===== config.mk =====
export PLATFORM = sky130hd
export DESIGN_NAME = blb_fifo
export DESIGN_NICKNAME = d
export VERILOG_FILES = /design/src/hw/rtl/breathing_led_brightness_core_defines.svh /design/src/hw/rtl/blb_pkg.sv /design/src/hw/rtl/blb_fifo.sv
export SDC_FILE = /design/constraint.sdc
export NUM_CORES = 1
export LEC_CHECK = 0
export BUFFER_PORTS_ARGS = -buffer_cell sky130_fd_sc_hd__buf_2
export CORE_MARGIN = 2
export CORE_UTILIZATION = 55
export DETAILED_ROUTE_END_ITERATION = 12
export MAX_ROUTING_LAYER = met4
export PLACE_DENSITY = 0.87
export SLEW_MARGIN = 20
export SYNTH_ARGS = -nofsm -noshare
export SYNTH_HDL_FRONTEND = slang
export SYNTH_SLANG_ARGS = --single-unit

===== constraint.sdc =====
create_clock -name clk_i -period 1.9 [get_ports clk_i]
set_clock_uncertainty 0.05 [all_clocks]
set_input_delay 0.095 -clock clk_i [delete_from_list [all_inputs] [get_ports clk_i]]
set_output_delay 0.095 -clock clk_i [all_outputs]
set_load 0.005 [all_outputs]

===== src/hw/rtl/breathing_led_brightness_core_defines.svh =====
// Assertion macros shared by the breathing LED brightness RTL.
`ifndef BREATHING_LED_BRIGHTNESS_CORE_DEFINES_SVH
`define BREATHING_LED_BRIGHTNESS_CORE_DEFINES_SVH

// Same-cycle implication, sampled on clk_i, off while rst_ni is low.
`define BLB_ASSERT_IMPL(lbl, ante, cons, msg) \
  lbl: assert property (@(posedge clk_i) disable iff (!rst_ni) (ante) |-> (cons)) \
    else $error(msg);

// Next-cycle implication, sampled on clk_i, off while rst_ni is low.
`define BLB_ASSERT_NEXT(lbl, ante, cons, msg) \
  lbl: assert property (@(posedge clk_i) disable iff (!rst_ni) (ante) |=> (cons)) \
    else $error(msg);

`endif


===== src/hw/rtl/blb_pkg.sv =====
// Shared types, constants and the wave table function of the breathing LED block.
package blb_pkg;

  // Default sizes
  localparam int PHASE_BITS_DEF  = 10;
  localparam int WAVE_BITS_DEF   = 16;
  localparam int QUEUE_DEPTH_DEF = 4;

  // Register port
  localparam int ADDR_W = 4;
  localparam int DATA_W = 32;

  localparam logic [31:0] PERIOD_RST = 32'd2000;
  localparam logic [7:0]  MIN_RST    = 8'd0;
  localparam logic [7:0]  MAX_RST    = 8'd255;

  typedef enum logic [1:0] {
    REG_PERIOD = 2'd0,
    REG_MIN    = 2'd1,
    REG_MAX    = 2'd2
  } blb_reg_e;

  // Fixed-point sine evaluation
  localparam int          QF  = 30;
  localparam logic [63:0] PIQ = 64'd3373259426;

  typedef struct packed {
    logic [7:0] min_level;
    logic [7:0] max_level;
  } blb_levels_t;

  typedef struct packed {
    logic full;
    logic empty;
  } blb_fifo_stat_t;

  // sin^2(pi * m / 2^pb) in Q1.wb, Horner series of sin(u)/u; elaboration only
  function automatic logic [63:0] wave_of(input int unsigned m, input int unsigned pb,
                                          input int unsigned wb);
    logic [63:0] one;
    logic [63:0] u;
    logic [63:0] u2;
    logic [63:0] f;
    logic [63:0] t;
    logic [63:0] s;
    logic [63:0] sq;
    logic [63:0] w;
    one = 64'd1 << QF;
    u   = (PIQ * 64'(m)) >> pb;
    u2  = (u * u) >> QF;
    f   = one;
    t = ((u2 * f) >> QF) / 64'd210;
    f = (t >= one) ? 64'd0 : one - t;
    t = ((u2 * f) >> QF) / 64'd156;
    f = (t >= one) ? 64'd0 : one - t;
    t = ((u2 * f) >> QF) / 64'd110;
    f = (t >= one) ? 64'd0 : one - t;
    t = ((u2 * f) >> QF) / 64'd72;
    f = (t >= one) ? 64'd0 : one - t;
    t = ((u2 * f) >> QF) / 64'd42;
    f = (t >= one) ? 64'd0 : one - t;
    t = ((u2 * f) >> QF) / 64'd20;
    f = (t >= one) ? 64'd0 : one - t;
    t = ((u2 * f) >> QF) / 64'd6;
    f = (t >= one) ? 64'd0 : one - t;
    s  = (u * f) >> QF;
    sq = s * s;
    w  = (sq + (64'd1 << (59 - wb))) >> (60 - wb);
    if (w > (64'd1 << wb)) begin
      w = 64'd1 << wb;
    end
    return w;
  endfunction

endpackage


===== src/hw/rtl/blb_fifo.sv =====
// Short queue between the divider front end and the wave back end.
module blb_fifo import blb_pkg::*; #(
  parameter int WIDTH = PHASE_BITS_DEF,
  parameter int DEPTH = QUEUE_DEPTH_DEF
) (
  input  logic             clk_i,
  input  logic             rst_ni,
  input  logic             push_i,
  input  logic [WIDTH-1:0] data_i,
  input  logic             pop_i,
  output logic [WIDTH-1:0] data_o,
  output blb_fifo_stat_t   stat_o
);

  localparam int PTR_W = (DEPTH > 1) ? $clog2(DEPTH) : 1;
  localparam int CNT_W = $clog2(DEPTH + 1);

  logic [WIDTH-1:0] mem_q [DEPTH];
  logic [PTR_W-1:0] wptr_q, wptr_d;
  logic [PTR_W-1:0] rptr_q, rptr_d;
  logic [CNT_W-1:0] cnt_q, cnt_d;

  // Advance pointers with wrap at the depth
  always_comb begin
    wptr_d = wptr_q;
    rptr_d = rptr_q;
    if (push_i) begin
      wptr_d = (wptr_q == PTR_W'(DEPTH - 1)) ? '0 : wptr_q + PTR_W'(1);
    end
    if (pop_i) begin
      rptr_d = (rptr_q == PTR_W'(DEPTH - 1)) ? '0 : rptr_q + PTR_W'(1);
    end
    case ({push_i, pop_i})
      2'b10:   cnt_d = cnt_q + CNT_W'(1);
      2'b01:   cnt_d = cnt_q - CNT_W'(1);
      default: cnt_d = cnt_q;
    endcase
  end

  always_ff @(posedge clk_i or negedge rst_ni) begin
    if (!rst_ni) begin
      wptr_q <= '0;
      rptr_q <= '0;
      cnt_q  <= '0;
    end else begin
      wptr_q <= wptr_d;
      rptr_q <= rptr_d;
      cnt_q  <= cnt_d;
    end
  end

  // Store on push
  always_ff @(posedge clk_i) begin
    if (push_i) begin
      mem_q[wptr_q] <= data_i;
    end
  end

  assign data_o       = mem_q[rptr_q];
  assign stat_o.full  = (cnt_q == CNT_W'(DEPTH));
  assign stat_o.empty = (cnt_q == '0);

endmodule


==> results <==
- Setup repair after global routing left no endpoint under its margin.
- Entering global routing, the biggest net connects 14 pins.
- The yosys synthesis warning count is 0.
- The number of sinks handled by clock tree synthesis is 47.
- The synthesized area divided by synthesized cell count is 20.7 µm².
- The static leakage is 0.860 nW.
- The required time at the endpoint of the critical path is 1750 ps.
- The max-slew violation count is 0.
- Power comes to 2.91 mW.
- After technology mapping, the gate count stands at 90.
- Clock tree synthesis inserted a total of 5 buffers.
- The smallest hold slack is 72.4 ps.
- The total routed wirelength is 3.02 mm.
- The number of nets at the end of the flow is 156.
- The routed length per placed instance is 16.7 µm.
- The synthesized netlist net count is 111.
- The netlist area before placement is 1870 µm².
- The run finished with clean final reports.
- Across every metal layer, demand over resource in global routing totals 0.178.
- The number of antenna violations at the first check in global routing is 0.
- The number of vias per cell after detailed routing is 5.23.
- Of the synthesized area, sequential elements account for 0.738.
- The via count of the first global-routing pass is 1027.
- Static timing analysis puts the maximum clock frequency at 563 MHz.
- The worst-case clock buffer depth is 2.
- In this run the tightest slew margin relative to its limit is 0.654.
- Among cell families on the critical path, the largest total delay comes from multiplexers.
- The first-pass GRT wire length is 4.87 mm.
- The tree is rooted in a sky130_fd_sc_hd__clkbuf_4.
- The antenna diode instance count is 0.
- The power density normalized to cell area is 1290 nW/µm².
- The minimum period implied by the final worst setup slack is 1780 ps.
- The remaining number of nets flagged by the antenna check after routing is 0.
- The floorplan step set the die width to 62.2 µm.
- The global-route congestion overflow total is 0.
- STA puts the critical path data arrival time at 1630 ps.
- The iteration count of the initial detailed-routing pass is 4.
- The longest individual stage delay on the worst path is 580 ps.
- At the pin with the least slew margin, the transition time is 519 ps.
- Setup total negative slack on the finished layout was measured at 0 ps.
- Across all layers, the routed design uses 946 vias.
- The critical path is of the reg -> out type.
- Timing analysis after detailed placement gives a worst setup slack of 374 ps.
- The die extent in y is 62.2 µm.
- The detailed router's first-iteration violation count is 36.
- In this run, synthesis produced a sequential element count of 47.
- Along the worst path, the maximum fanout reaches 7.
- The area growth from synthesis to layout is 20.5%.
- The sum of buffers and inverters on the critical path is 2.
- TritonCTS built the clock tree.
- The full die area is 3870 µm².
- The count of buffers inserted at the top-level ports is 25.
- The portion of the clock cycle consumed by the worst path in the final layout is 0.934.
- Buffers added to address setup during post-CTS repair amount to 0.
- The final setup violation count is 0.
- The signal on the critical path passes through buf_4 -> mux4_1 -> buf_2.
- After synthesis, the netlist uses 20 different library cells.
- Once detailed placement completed, the half-perimeter wirelength came to 2.10 mm.
- The worst voltage drop across the vdd grid is 0.000652 V.
- The global placement routability congestion is 0.731.
- The placeable core region is 3280 µm².
- For this run, the share of the core covered by cells in the final layout is 0.685.
- The number of hold violations in the final report is 0.
- The total number of H-tree levels is 2.
- The largest individual stage delay along the critical path comes from the cell sky130_fd_sc_hd__mux4_1.
- The clock reaches the later pin of the worst-skew pair after 340 ps.
- The startpoint class of the critical path is a register.
- In this run the worst hold path is classified as in -> async.
- The max-capacitance violation count is 0.
- During I/O placement, the number of pins put on the boundary was 26.
- The site row count is 21.
- The clock-pin slew of the registers on the worst-case setup and hold paths is 120 ps.
- The number of cells upsized or downsized after cts is 0.
- STA classifies the critical path endpoint as an output port.
- The number of hold buffers added after CTS is 13.
- The fraction of layout cells with a size suffix above 1 is 0.319.
- For this run, design rule violations remaining after detail routing come to 0.
- The initial standard-cell utilization of the core is 0.568.
- The final worst setup slack is 125 ps.
-- metrics by stage --
| stage | area, µm² | cells |
|---|---|---|
| after global placement | 2050 | 161 |
| after floorplan | 1870 | 90 |
| after detailed placement | 2050 | 161 |
| final | 2250 | 181 |
| after global routing | 2250 | 181 |
| after CTS | 2250 | 181 |
-- path summary, 6_finish.rpt --
kind                           start           to  slack (ps)  depth (start not counted)
max                        rptr_q[0]    data_o[9]         120                          3
min                           rst_ni    rptr_q[0]          70                          2
max reg2reg                wptr_q[0]  mem_q[2][6]         370                          3
min reg2reg                 cnt_q[2]     cnt_q[2]         460                          1
max in group asynchronous     rst_ni    wptr_q[0]        1570                          2
min in group clk_i         data_i[0]  mem_q[2][0]         440                          2
-- registers in the layout, summed over array words and instances, names as in the netlist --
name and flops:
mem_q 40, cnt_q 3, rptr_q 2, wptr_q 2
-- layout by cell type, fill, tap and decap left out, drive strengths merged, types with 2 or more instances in the layout --
master       count
buf             27
nor2             2
edfxtp          40
o21ai            2
inv              6
ha               6
and2             4
clkbuf           6
dlygate4sd3     13
mux2             2
mux4            10
xor2             2
dfrtp            7
-- layer usage --
layer	global-route usage	share of wire	wire (µm)
met5	-	0	0
met4	0.0833	0.020	59
met3	0.0471	0.038	115
met2	0.300	0.53	1610
met1	0.201	0.41	1240
-- kinds of logic (layout without fill, tap and decap cells) --
logic type / count (synthesis) / count (layout) / synth area share
buffers and inverters: 8 / 53 / 0.0208
AOI/OAI and AO/OA: 2 / 2 / 0.00537
and+or+nand+nor: 10 / 10 / 0.0288
DFF: 47 / 47 / 0.738
xor gates and xnor gates: 3 / 3 / 0.0141
adders and majority gates: 7 / 7 / 0.0510
muxes: 13 / 13 / 0.142
-- power by group --
part           total [mW]  switching [mW]  internal [mW]  leakage (nW)
sequential           1.48           0.128           1.35         0.450
clock               0.555           0.283          0.271        0.0383
combinational       0.880           0.398          0.481         0.371
total                2.91           0.810           2.10         0.860
-- cell type report --
type / count / area, µm²
sequential: 47 / 1380
fill: 215 / 1040
multi-input combinational: 35 / 450
timing repair buffer: 40 / 270
tap: 46 / 57.6
clock buffer: 6 / 41.3
clock inverter: 1 / 30.0
inverter: 6 / 22.5
-- synth_stat cells --
| cell type | n | share of area |
|---|---|---|
| sky130_fd_sc_hd__and2_1 | 4 | 0.013 |
| sky130_fd_sc_hd__and3_1 | 1 | 0.0034 |
| sky130_fd_sc_hd__buf_2 | 1 | 0.0027 |
| sky130_fd_sc_hd__buf_6 | 1 | 0.0060 |
| sky130_fd_sc_hd__dfrtp_1 | 7 | 0.094 |
| sky130_fd_sc_hd__edfxtp_1 | 40 | 0.64 |
| sky130_fd_sc_hd__fa_1 | 1 | 0.011 |
| sky130_fd_sc_hd__ha_1 | 6 | 0.040 |
| sky130_fd_sc_hd__inv_1 | 6 | 0.012 |
| sky130_fd_sc_hd__mux2_2 | 2 | 0.012 |
| sky130_fd_sc_hd__mux2i_1 | 1 | 0.0054 |
| sky130_fd_sc_hd__mux4_1 | 2 | 0.028 |
| sky130_fd_sc_hd__mux4_2 | 8 | 0.097 |
| sky130_fd_sc_hd__nand2_1 | 1 | 0.0020 |
| sky130_fd_sc_hd__nor2_1 | 2 | 0.0040 |
| sky130_fd_sc_hd__nor3_1 | 1 | 0.0027 |
| sky130_fd_sc_hd__o21ai_0 | 2 | 0.0054 |
| sky130_fd_sc_hd__or3_1 | 1 | 0.0034 |
| sky130_fd_sc_hd__xnor2_1 | 1 | 0.0047 |
| sky130_fd_sc_hd__xor2_1 | 2 | 0.0094 |
Note: power is estimated with default switching activity, not from simulation.
